**src/rtl/frustum_cull_tester_macros.svh**
```systemverilog
// Assertion macros used by the frustum culling tester top level.
`ifndef FRUSTUM_CULL_TESTER_MACROS_SVH
`define FRUSTUM_CULL_TESTER_MACROS_SVH

// Checks that the consequent holds in the same cycle as the antecedent.
`define FCT_ASSERT_NOW(lbl, ante, cons, msg) \
  lbl: assert property (@(posedge clk) disable iff (!rst_n) (ante) |-> (cons)) \
    else $error(msg);

// Checks that the consequent holds in the cycle after the antecedent.
`define FCT_ASSERT_NEXT(lbl, ante, cons, msg) \
  lbl: assert property (@(posedge clk) disable iff (!rst_n) (ante) |=> (cons)) \
    else $error(msg);

`endif

```
**src/rtl/fct_pkg.sv**
```systemverilog
// Package with the widths, function codes and command type of the frustum culling tester.
package fct_pkg;

  // Configuration of the number formats.
  localparam int COORD_WIDTH  = 32;
  localparam int NORMAL_WIDTH = 16;

  // Fixed widths of the channel fields.
  localparam int FUNC_W  = 2;
  localparam int PLANE_W = 3;
  localparam int VEC_W   = 32;
  localparam int EXT_IN_W = 31;

  // Derived number formats.
  localparam int CW    = (COORD_WIDTH < 32) ? COORD_WIDTH : 32;
  localparam int EW    = ((CW - 1) < 31) ? (CW - 1) : 31;
  localparam int NFRAC = NORMAL_WIDTH - 2;

  // Plane store depth and the plane sweep.
  localparam int NUM_PLANES = 6;
  localparam int PIPE_LAT   = 2;
  localparam int CNT_W      = 3;
  localparam logic [CNT_W-1:0] LAST_CNT = CNT_W'(NUM_PLANES - 1 + PIPE_LAT);

  // Datapath widths.
  localparam int PROD_W  = NORMAL_WIDTH + CW;
  localparam int DIST_W  = PROD_W + 3;
  localparam int RPROD_W = EW + NORMAL_WIDTH;
  localparam int R_W     = RPROD_W + 2;
  localparam int SUM_W   = DIST_W + 1;

  // Function codes of an input item.
  localparam logic [FUNC_W-1:0] FUNC_LOAD  = 2'd0;
  localparam logic [FUNC_W-1:0] FUNC_POINT = 2'd1;
  localparam logic [FUNC_W-1:0] FUNC_BOX   = 2'd2;
  localparam logic [FUNC_W-1:0] FUNC_CUBE  = 2'd3;

  // Commands from the controller to the datapath.
  typedef struct packed {
    logic               start;
    logic               issue;
    logic [PLANE_W-1:0] plane;
    logic               out_load;
  } fct_cmd_t;

endpackage

```
**src/rtl/fct_ctrl.sv**
```systemverilog
// Controller of the frustum culling tester: accepts items, sweeps the planes, hands off results.
module fct_ctrl (
  input  logic              clk,
  input  logic              rst_n,
  input  logic              in_valid,
  input  logic              in_is_load,
  input  logic              out_ready,
  output logic              in_ready,
  output logic              out_valid,
  output fct_pkg::fct_cmd_t cmd
);

  localparam logic [1:0] S_IDLE = 2'd0;
  localparam logic [1:0] S_RUN  = 2'd1;
  localparam logic [1:0] S_FIN  = 2'd2;

  logic [1:0]                state_r;
  logic [1:0]                state_nxt;
  logic [fct_pkg::CNT_W-1:0] cnt_r;
  logic [fct_pkg::CNT_W-1:0] cnt_nxt;
  logic                      out_valid_r;
  logic                      out_valid_nxt;

  // Next state and commands.
  always_comb begin
    state_nxt = state_r;
    cnt_nxt   = cnt_r;
    in_ready  = 1'b0;
    cmd       = '0;
    cmd.plane = fct_pkg::PLANE_W'(cnt_r);
    case (state_r)
      S_IDLE: begin
        in_ready = 1'b1;
        if (in_valid) begin
          cmd.start = 1'b1;
          cnt_nxt   = '0;
          state_nxt = in_is_load ? S_FIN : S_RUN;
        end
      end
      S_RUN: begin
        cmd.issue = (cnt_r < fct_pkg::CNT_W'(fct_pkg::NUM_PLANES));
        cnt_nxt   = cnt_r + 1'b1;
        if (cnt_r == fct_pkg::LAST_CNT) begin
          state_nxt = S_FIN;
        end
      end
      S_FIN: begin
        if (!out_valid_r || out_ready) begin
          cmd.out_load = 1'b1;
          state_nxt    = S_IDLE;
        end
      end
      default: begin
        state_nxt = S_IDLE;
      end
    endcase
  end

  // The output register stays full until its transfer.
  always_comb begin
    if (cmd.out_load) begin
      out_valid_nxt = 1'b1;
    end else if (out_ready) begin
      out_valid_nxt = 1'b0;
    end else begin
      out_valid_nxt = out_valid_r;
    end
  end

  always_ff @(posedge clk) begin
    if (!rst_n) begin
      state_r     <= S_IDLE;
      cnt_r       <= '0;
      out_valid_r <= 1'b0;
    end else begin
      state_r     <= state_nxt;
      cnt_r       <= cnt_nxt;
      out_valid_r <= out_valid_nxt;
    end
  end

  assign out_valid = out_valid_r;

endmodule
```
**config.mk**
```make
export PLATFORM = sky130hd
export DESIGN_NAME = fct_ctrl
export DESIGN_NICKNAME = d
export VERILOG_FILES = /design/src/rtl/frustum_cull_tester_macros.svh /design/src/rtl/fct_pkg.sv /design/src/rtl/fct_ctrl.sv
export SDC_FILE = /design/constraint.sdc
export NUM_CORES = 1
export LEC_CHECK = 0
export BUFFER_PORTS_ARGS = -buffer_cell sky130_fd_sc_hd__buf_2
export CORE_AREA = 10 10 47 49
export CTS_CLUSTER_DIAMETER = 100
export DETAILED_ROUTE_END_ITERATION = 7
export DIE_AREA = 0 0 57 59
export MAX_ROUTING_LAYER = met4
export PLACE_DENSITY = 0.4
export SLEW_MARGIN = 25
export SYNTH_ARGS = -nofsm -noshare
export SYNTH_HDL_FRONTEND = slang
export SYNTH_SLANG_ARGS = --single-unit
```
**constraint.sdc**
```tcl
create_clock -name clk -period 2.7 [get_ports clk]
set_input_delay 0.135 -clock clk [delete_from_list [all_inputs] [get_ports clk]]
set_output_delay 0.135 -clock clk [all_outputs]
set_load 0.02 [all_outputs]
```
# After elaboration in Yosys (flattened, before gate mapping)
# Cells that the tools add are included.
[totals]
reg_bits = 6
input_bits = 5
output_inout_bits = 8
wordCells = 33
[classes]
n_addsub = 1
n_lt_le_gt_ge = 1
eq_ne = 6
muxes = 15
n_reduce_logical = 7
[op_table]
columns = ["op", "n"]
rows = [
  ["$mux W1", 8],
  ["$mux W2", 4],
  ["$ne A2 B2 Y1 const B", 3],
  ["$pmux W2 S3", 1],
  ["$pmux W3 S2", 1],
  ["$reduce_bool A2 Y1", 2],
  ["$add A3 B1 Y3 const B", 1],
  ["$eq A3 B3 Y1 const B", 1],
  ["$lt A3 B3 Y1 const B", 1],
  ["$mux W3", 1],
  ["$reduce_and A3 Y1", 1],
  ["$eq A2 B1 Y1 const B", 1],
  ["$eq A2 B2 Y1 const B", 1],
  ["$logic_not A2 Y1", 1],
  ["$reduce_and A2 Y1", 1],
  ["$logic_not A1 Y1", 1],
  ["$logic_or A1 B1 Y1", 1],
]

# Longest topological paths before layout
# Gate-level depths: netlist of run 1.
[logic_depth]
word_depth = 5
mapped_depth = 5

# Worst setup path after synthesis of run 1
# No wires, ideal clock.
[synth_timing]
path_type = "register to register"
start = "reg state_r[0]"
end = "reg state_r[1]"
setup_time_ps = 66
arrival_ps = 1283
path_slack_ps = 1350
stages_incl_launch_ff = 4
synth_period_minus_slack_ps = 1350
path_cell_list = "dfxtp_1 > nor3b_1 > a222oi_1 > nor2b_1"
[synth_between]
elab_chain_len = 3
[synth_rtl]
columns = ["item", "line_no", "source"]
rows = [
  ["start, declared", "fct_ctrl.sv:17", "logic [1:0] state_r;"],
  ["start signal, assigned", "fct_ctrl.sv:76", "state_r <= state_nxt;"],
  ["$eq A2 B2 Y1, or another cell as far along", "fct_ctrl.sv:31", "case (state_r)"],
  ["$ne A2 B2 Y1 (no line)", "-", ""],
  ["$reduce_and A3 Y1 (no line)", "-", ""],
]
# Parallel ways exist; a longest one is shown, timed or not.
# A chain may end at the register's enable or synchronous reset.

==> results of run 1 <==
==> how the worst max path moves through the flow <==
stage	from	end	slack, ns	cells after the start
after floorplan	state_r[0]$_SDFFE_PN0P_	state_r[1]$_SDFFE_PN0P_	1.35	3
after CTS	state_r[0]$_SDFFE_PN0P_	cmd[4]	1.33	3
after global routing	state_r[1]$_SDFFE_PN0P_	cmd[0]	1.18	3
after detailed placement	cnt_r[0]$_SDFFE_PN0P_	state_r[1]$_SDFFE_PN0P_	1.48	4
final	state_r[0]$_SDFFE_PN0P_	cmd[4]	1.35	3
after global placement	cnt_r[0]$_SDFFE_PN0P_	state_r[1]$_SDFFE_PN0P_	1.50	4
==> layout by cell type (no fill, tap or decap) <==
cell type,n
a21oi_1,1
o21bai_1,1
buf_2,12
clkbuf_4,3
nor2b_1,8
a22oi_1,2
nor2_1,2
nor3b_1,2
a222oi_1,1
o21a_1,1
and2b_4,1
ha_1,2
mux2i_1,1
dfxtp_1,6
a21boi_0,1
==> cell usage after synthesis, drive strengths merged <==
cell	instances	area share
nor2b	8	0.17
dfxtp	6	0.40
a22oi	2	0.050
ha	2	0.084
nor2	2	0.025
nor3b	2	0.050
a21boi	1	0.025
a21oi	1	0.017
a222oi	1	0.034
and2b	1	0.034
buf	1	0.025
mux2i	1	0.034
o21a	1	0.025
o21bai	1	0.025
==> sequential cells by signal (all words and copies together) (netlist names) <==
| register | flops |
|---|---|
| cnt_r | 3 |
| out_valid | 1 |
| state_r | 2 |
==> area by class of cell <==
cell class	count	area, um2	share of cell area
multi-input cells	23	170	0.433
flip-flops and latches	6	120	0.306
repair buffers	12	60.1	0.153
clock buffers	3	22.5	0.0573
well taps	16	20.0	0.0510
==> worst register-to-register path: stages, from the launching register on <==
cell and delay [ns]:
dfxtp_1 0.32, ha_1 0.20, ha_1 0.19, a222oi_1 0.30, nor2b_1 0.07
==> kinds of logic (layout without fill, tap and decap cells) <==
group           count (synthesis)  after routing  share of synthesized area
flops                           6              6                      0.403
compound gates                  7              7                      0.176
mux                             1              1                     0.0336
simple gates                   13             13                      0.277
fa+ha+maj                       2              2                     0.0840
buf+inv                         1             15                     0.0252
==> per-stage QoR <==
| step | hold WS [ns] | area (um2) |
|---|---|---|
| floorplan | 0.253 | 298 |
| global placement | 0.421 | 370 |
| detailed placement | 0.425 | 370 |
| CTS | 0.163 | 393 |
| global route | 0.169 | 393 |
| finish | 0.170 | 393 |
==> power groups by stage <==
stage          sequential [W]  clock (W)  combinational (W)
2_1_floorplan       0.0000992          0          0.0000223
3_3_place_gp        0.0000977          0          0.0000360
4_1_cts             0.0000961  0.0000867          0.0000363
6_report            0.0000962  0.0000814          0.0000353
5_1_grt             0.0000967  0.0000976          0.0000386
3_5_place_dp        0.0000977          0          0.0000362
==> per-layer routing <==
| metal | GRT usage | vias up | routed length [um] |
|---|---|---|---|
| met5 | - | - | 0 |
| met4 | 0.0302 | 0 | 6 |
| met2 | 0.0760 | 5 | 345 |
| li1 | - | 139 | - |
| met3 | 0.0322 | 2 | 23 |
| met1 | 0.0438 | 116 | 322 |
==> flow_metrics.tcl, run 1 <==
set metrics [dict create \
    status "finished clean" \
    diodes 0 \
    power_density_nw_per_um2 542 \
    synthCells 30 \
    hold_path_end "out_valid$_SDFFE_PN0P_" \
    drc_errors 0 \
    clock_path_buffers 2 \
    fp.coreArea_um2 1400 \
    vias_per_cell 4.37 \
    worst_pin_slew_ns 0.268 \
    path_max_fanout 7 \
    crit_chain "and2b_4, a21boi_0, buf_2" \
    grt_overflow 0 \
    relSlewSlack 0.821 \
    worstSetupPathType "reg2out" \
    cpLargestDelayFamily "flip-flops" \
    switching_share 0.256 \
    fin_ws_ns 1.35 \
    syn_area_um2 298 \
    postCtsSetupBuffers 0 \
    grt_pass1_wl_um 1190 \
    final-setup-viol-count 0 \
    peakVddDrop_v 0.000190 \
    rows 14 \
    cts_resized 0 \
    rsz0062_at_grt "no" \
    yosysSeqAreaShare 0.403 \
    grt_pass1_vias 282 \
    cts.clk_slew.worst_paths_ns 0.05 \
    ant_nets 0 \
    path_buf_inv 1 \
    hp-class "in2reg" \
    synth.avg_cell_area_um2 9.93 \
    drv_cap 0 \
    die_x_um 57 \
    fin_tns_setup_ns 0 \
    design.die.area_um2 3360 \
    nFillCells 162 \
    fin_cells 60 \
    power.switching_w 0.0000546 \
    antenna_found_initial 0 \
    slowest_stage "dfxtp_1" \
    period_share 0.501 \
    start_util 0.213 \
    hold_violations 0 \
    worstPathArrival_ns 1.22 \
    yosys_warnings 0 \
    area_growth_pct 31.9 \
    seq_power_share 0.452 \
    hold_buffers 0 \
    wl_per_cell_um 11.6 \
    numPortBuffers 12 \
    vias 262 \
    cts_buffers 3 \
    cts.sinks 6 \
    cts_root_buf "clkbuf_4" \
    grtUsageTotal 0.0488 \
    skew_ns 0.00355 \
    finalPower_w 0.000213 \
    required_ns 2.57 \
    r2r_start "cnt_r[0]$_SDFFE_PN0P_" \
    pwr-share-clk 0.382 \
    fin_crit_ns 1.35 \
    hold_path_startpoint "rst_n" \
    nets 53 \
    crit_path_end_kind "output pin" \
    drive_above_1_share 0.364 \
    r2r_end "state_r[1]$_SDFFE_PN0P_" \
    drt_wl_total_um 698 \
    first_pass_iters 4 \
    max_stage_delay_ns 0.42 \
    place_congestion 0.775 \
    dp_hpwl_um 582 \
    cts.htree.levels 1 \
    grt_max_degree 8 \
    power_leakage_nw 0.183 \
    clk_latency_ns 0.24 \
    internal_power_w 0.000158 \
    die_y_um 59 \
    p_comb_frac 0.166 \
    timing.fmax_mhz 739 \
    postLayoutCoreUtil 0.280 \
    post-place-ws_ns 1.48 \
    startpoint_type "register" \
    dp.cells 57 \
    ys_ff_latch 6 \
    cts_tree "yes" \
    io_pins 13 \
    synth.lib_cells_used.distinct 14 \
    r2r_slack_ns 1.49 \
    synth_nets 37 \
    drt-initial-drc-count 5 \
    rr_worst_depth 4 \
    drv_slew 0 \
    hold_path_depth 2 \
]
Note: power is estimated with default switching activity, not from simulation.
==> run 2: changes to the inputs <==
- clock period: 2.7 -> 1.3 ns (I/O delays scaled with it)
==> flow_metrics.tcl, run 2 (synthesis results as in run 1) <==
set metrics [dict create \
    nets 55 \
    die_y_um 59 \
    cts_tree "yes" \
    fin_ws_ns 0.0658 \
    crit_chain "and2b_4, a21boi_1, buf_4" \
    hold_violations 0 \
    first_pass_iters 4 \
    drv_slew 0 \
    crit_start "state_r[1]$_SDFFE_PN0P_" \
    dp_hpwl_um 574 \
    relSlewSlack 0.828 \
    final-setup-viol-count 0 \
    required_ns 1.24 \
    grt_pass1_wl_um 1140 \
    largest_register_ffs 3 \
    timing.fmax_mhz 810 \
    clk_latency_ns 0.24 \
    grt_max_degree 8 \
    mostFrequentLayoutCells "buf_2, nor2b_1, dfxtp_1, clkbuf_4, buf_4" \
    period_share 0.949 \
    vias 266 \
    drv_cap 0 \
    peakVddDrop_v 0.000359 \
    nFillCells 164 \
    cp.depth 3 \
    worst_pin_slew_ns 0.257 \
    drc_errors 0 \
    r2r_slack_ns 0.08 \
    drive_above_1_share 0.478 \
    power_density_nw_per_um2 1090 \
    cpLargestDelayFamily "flip-flops" \
    grt_overflow 0 \
    rows 14 \
    regArea_um2 123 \
    io_pins 13 \
    drt_wl_total_um 740 \
    worstSetupPathType "reg2out" \
    r2r_start "cnt_r[0]$_SDFFE_PN0P_" \
    grt_pass1_vias 257 \
    power_leakage_nw 0.199 \
    max_stage_delay_ns 0.34 \
    crit_path_end_kind "output pin" \
    wl_per_cell_um 11.9 \
    postLayoutCoreUtil 0.300 \
    r2r_end "state_r[1]$_SDFFE_PN0P_" \
    fin_crit_ns 1.23 \
    path_max_fanout 6 \
    design.die.area_um2 3360 \
    drt-initial-drc-count 4 \
    area_growth_pct 41.2 \
    multi_input_area_um2 178 \
    cts.sinks 6 \
    start_util 0.213 \
    worstPathArrival_ns 1.17 \
    post-place-ws_ns 0.0788 \
    diodes 0 \
    final_common_cell "buf_2" \
    grtUsageTotal 0.0448 \
    fp.coreArea_um2 1400 \
    place_congestion 0.728 \
    dp.cells 57 \
    startpoint_type "register" \
    path_buf_inv 1 \
    design_area_um2 420 \
    die_x_um 57 \
    numPortBuffers 12 \
    hold_buffers 0 \
    status "finished clean" \
    hp-class "in2reg" \
    cts_buffers 3 \
    rr_worst_depth 4 \
    vias_per_cell 4.29 \
    placed_area_um2 375 \
    clock_path_buffers 2 \
    cts.clk_slew.worst_paths_ns 0.05 \
    skew_ns 0.000118 \
    slowest_stage "dfxtp_2" \
    fin_tns_setup_ns 0 \
    cts_root_buf "clkbuf_4" \
    antenna_found_initial 0 \
    setup.worst_path.end "cmd[4]" \
    regMostFlops "cnt_r" \
    ant_nets 0 \
    rsz0062_at_grt "no" \
    fin_cells 62 \
    cts.htree.levels 1 \
]
## run 2: power by group
group          internal, W  switching, W  leakage [nW]   total, W
clock network     0.000105     0.0000711        0.0138   0.000176
registers         0.000192    0.00000933        0.0496   0.000202
logic            0.0000407     0.0000415         0.135  0.0000822
total             0.000338      0.000122         0.199   0.000460
## run 2: repair_timing
item,4_1_cts,5_1_grt
pin swaps,0,0
gates resized for setup,1,4
setup buffers,0,2
endpoints found under the setup margin,1,2
## run 2: how the worst min path moves through the flow
stage / startpoint / endpoint / slack (ns) / cells after the start
floorplan: rst_n / out_valid$_SDFFE_PN0P_ / 0.18 / 1
global placement: rst_n / out_valid$_SDFFE_PN0P_ / 0.35 / 2
detailed placement: rst_n / out_valid$_SDFFE_PN0P_ / 0.35 / 2
CTS: rst_n / out_valid$_SDFFE_PN0P_ / 0.1 / 2
global route: rst_n / out_valid$_SDFFE_PN0P_ / 0.11 / 2
finish: rst_n / out_valid$_SDFFE_PN0P_ / 0.10 / 2
## run 2: final cells by class
cell class,instances,share of cell area
clock buffers,3,0.0536
multi-input cells,23,0.423
flip-flops and latches,6,0.292
well taps,16,0.0476
repair buffers,14,0.185
## run 2: stage by stage
step / hold WS [ns] / total power (W)
floorplan: 0.183 / 0.000254
CTS: 0.0992 / 0.000456
detailed placement: 0.350 / 0.000279
global placement: 0.346 / 0.000278
finish: 0.103 / 0.000460
global route: 0.109 / 0.000474
## run 2: per-layer routing
layer | routed length, um | up-vias | track usage | part of all wire
met5 | 0 | - | - | 0
met4 | 4 | 0 | 0.0302 | 0.0054
met3 | 41 | 2 | 0.0236 | 0.055
met2 | 353 | 7 | 0.0698 | 0.48
met1 | 341 | 118 | 0.0426 | 0.46
li1 | - | 139 | - | -
==> run 3: changes to the inputs <==
- PLACE_DENSITY: 0.4 -> 0.51
==> flow_metrics.tcl, run 3 (synthesis results as in run 1) <==
set metrics [dict create \
    area_growth_pct 38.7 \
    regMostFlops "cnt_r" \
    grt_pass1_wl_um 1370 \
    clk_latency_ns 0.25 \
    grt_overflow 0 \
    period_share 0.933 \
    finalPower_w 0.000462 \
    fp.coreArea_um2 1400 \
    hp-class "in2reg" \
    worstPathArrival_ns 1.15 \
    drv_slew 0 \
    grt_max_degree 8 \
    antenna_found_initial 0 \
    hold_buffers 0 \
    nets 54 \
    numPortBuffers 12 \
    grtUsageTotal 0.0538 \
    drive_above_1_share 0.467 \
    path_max_fanout 6 \
    diodes 0 \
    cts.sinks 6 \
    worstSetupPathType "reg2out" \
    fin_tns_setup_ns 0 \
    dp.cells 57 \
    drt_wl_total_um 801 \
    cts_buffers 3 \
    drv_cap 0 \
    cts_root_buf "clkbuf_4" \
    io_pins 13 \
    final-setup-viol-count 0 \
    peakVddDrop_v 0.000562 \
    wl_per_cell_um 13.1 \
    cts_tree "yes" \
    ant_nets 0 \
    crit_path_end_kind "output pin" \
    skew_ns 0.00689 \
    die_y_um 59 \
    relSlewSlack 0.803 \
    dp_hpwl_um 577 \
    status "finished clean" \
    rows 14 \
    cts.htree.levels 1 \
    worst_pin_slew_ns 0.295 \
    startpoint_type "register" \
    required_ns 1.24 \
    die_x_um 57 \
    max_stage_delay_ns 0.34 \
    fin_cells 61 \
    timing.fmax_mhz 825 \
    slowest_stage "dfxtp_2" \
    vias 274 \
    place_congestion 0.659 \
    drc_errors 0 \
    power_density_nw_per_um2 1120 \
    start_util 0.213 \
    nFillCells 161 \
    final_common_cell "buf_2" \
    clock_path_buffers 2 \
    cts.clk_slew.worst_paths_ns 0.05 \
    largest_register_ffs 3 \
    first_pass_iters 4 \
    mostFrequentLayoutCells "buf_2, nor2b_1, dfxtp_1, clkbuf_4" \
    crit_chain "and2b_4, a21boi_1, buf_4" \
    power_leakage_nw 0.193 \
    fin_crit_ns 1.21 \
    rsz0062_at_grt "no" \
    drt-initial-drc-count 2 \
    vias_per_cell 4.49 \
    design.die.area_um2 3360 \
    hold_violations 0 \
    grt_pass1_vias 312 \
]
run 3: power by group:
group	leakage [nW]	total [W]	internal [W]	switching [W]
clock network	0.0138	0.000179	0.000105	0.0000745
logic	0.130	0.0000813	0.0000383	0.0000430
registers	0.0496	0.000201	0.000192	0.00000900
total	0.193	0.000462	0.000336	0.000126
run 3: layer usage:
metal / wire length [um] / global-route usage / part of all wire / up-vias
li1: - / - / - / 137
met1: 376 / 0.0548 / 0.47 / 124
met2: 344 / 0.0775 / 0.43 / 13
met3: 80 / 0.0472 / 0.10 / 0
met4: 0 / 0.0101 / 0 / 0
met5: 0 / - / 0 / -
run 3: timing repair:
action                     CTS  global route
pin swaps                    0             1
gates resized for setup      1             4
setup endpoints to repair    1             3
buffers inserted             1             0
run 3: through the flow:
step | utilization | cell area [um2] | hold slack, ns | setup WS [ns]
global placement | 0.268 | 375 | 0.352 | 0.0909
detailed placement | 0.268 | 375 | 0.363 | 0.0782
CTS | 0.290 | 407 | 0.101 | 0.0181
global route | 0.295 | 413 | 0.106 | 0.0109
floorplan | - | 303 | 0.183 | 0.0479
finish | 0.295 | 413 | 0.101 | 0.0871
run 3: worst max-delay path, delay by kind of cell, from the launching register on:
family / cells / cell delay, ns
DFF: 1 / 0.34
buffers and inverters: 1 / 0.15
and+or+nand+nor: 1 / 0.25
AOI/OAI and AO/OA: 1 / 0.15
run 3: cell type report:
cell class	instances	area (um2)	area share
multi-input cells	23	178	0.430
well taps	16	20.0	0.0485
flip-flops and latches	6	123	0.297
clock buffers	3	22.5	0.0545
repair buffers	13	70.1	0.170
run 3: path summary, 6_finish.rpt:
path	startpoint	end	slack [ns]	depth (start not counted)
min reg2reg	state_r[1]$_SDFFE_PN0P_	state_r[0]$_SDFFE_PN0P_	0.47	1
max reg2reg	state_r[1]$_SDFFE_PN0P_	state_r[1]$_SDFFE_PN0P_	0.10	4
min	rst_n	out_valid$_SDFFE_PN0P_	0.10	2
max	state_r[1]$_SDFFE_PN0P_	cmd[4]	0.09	3
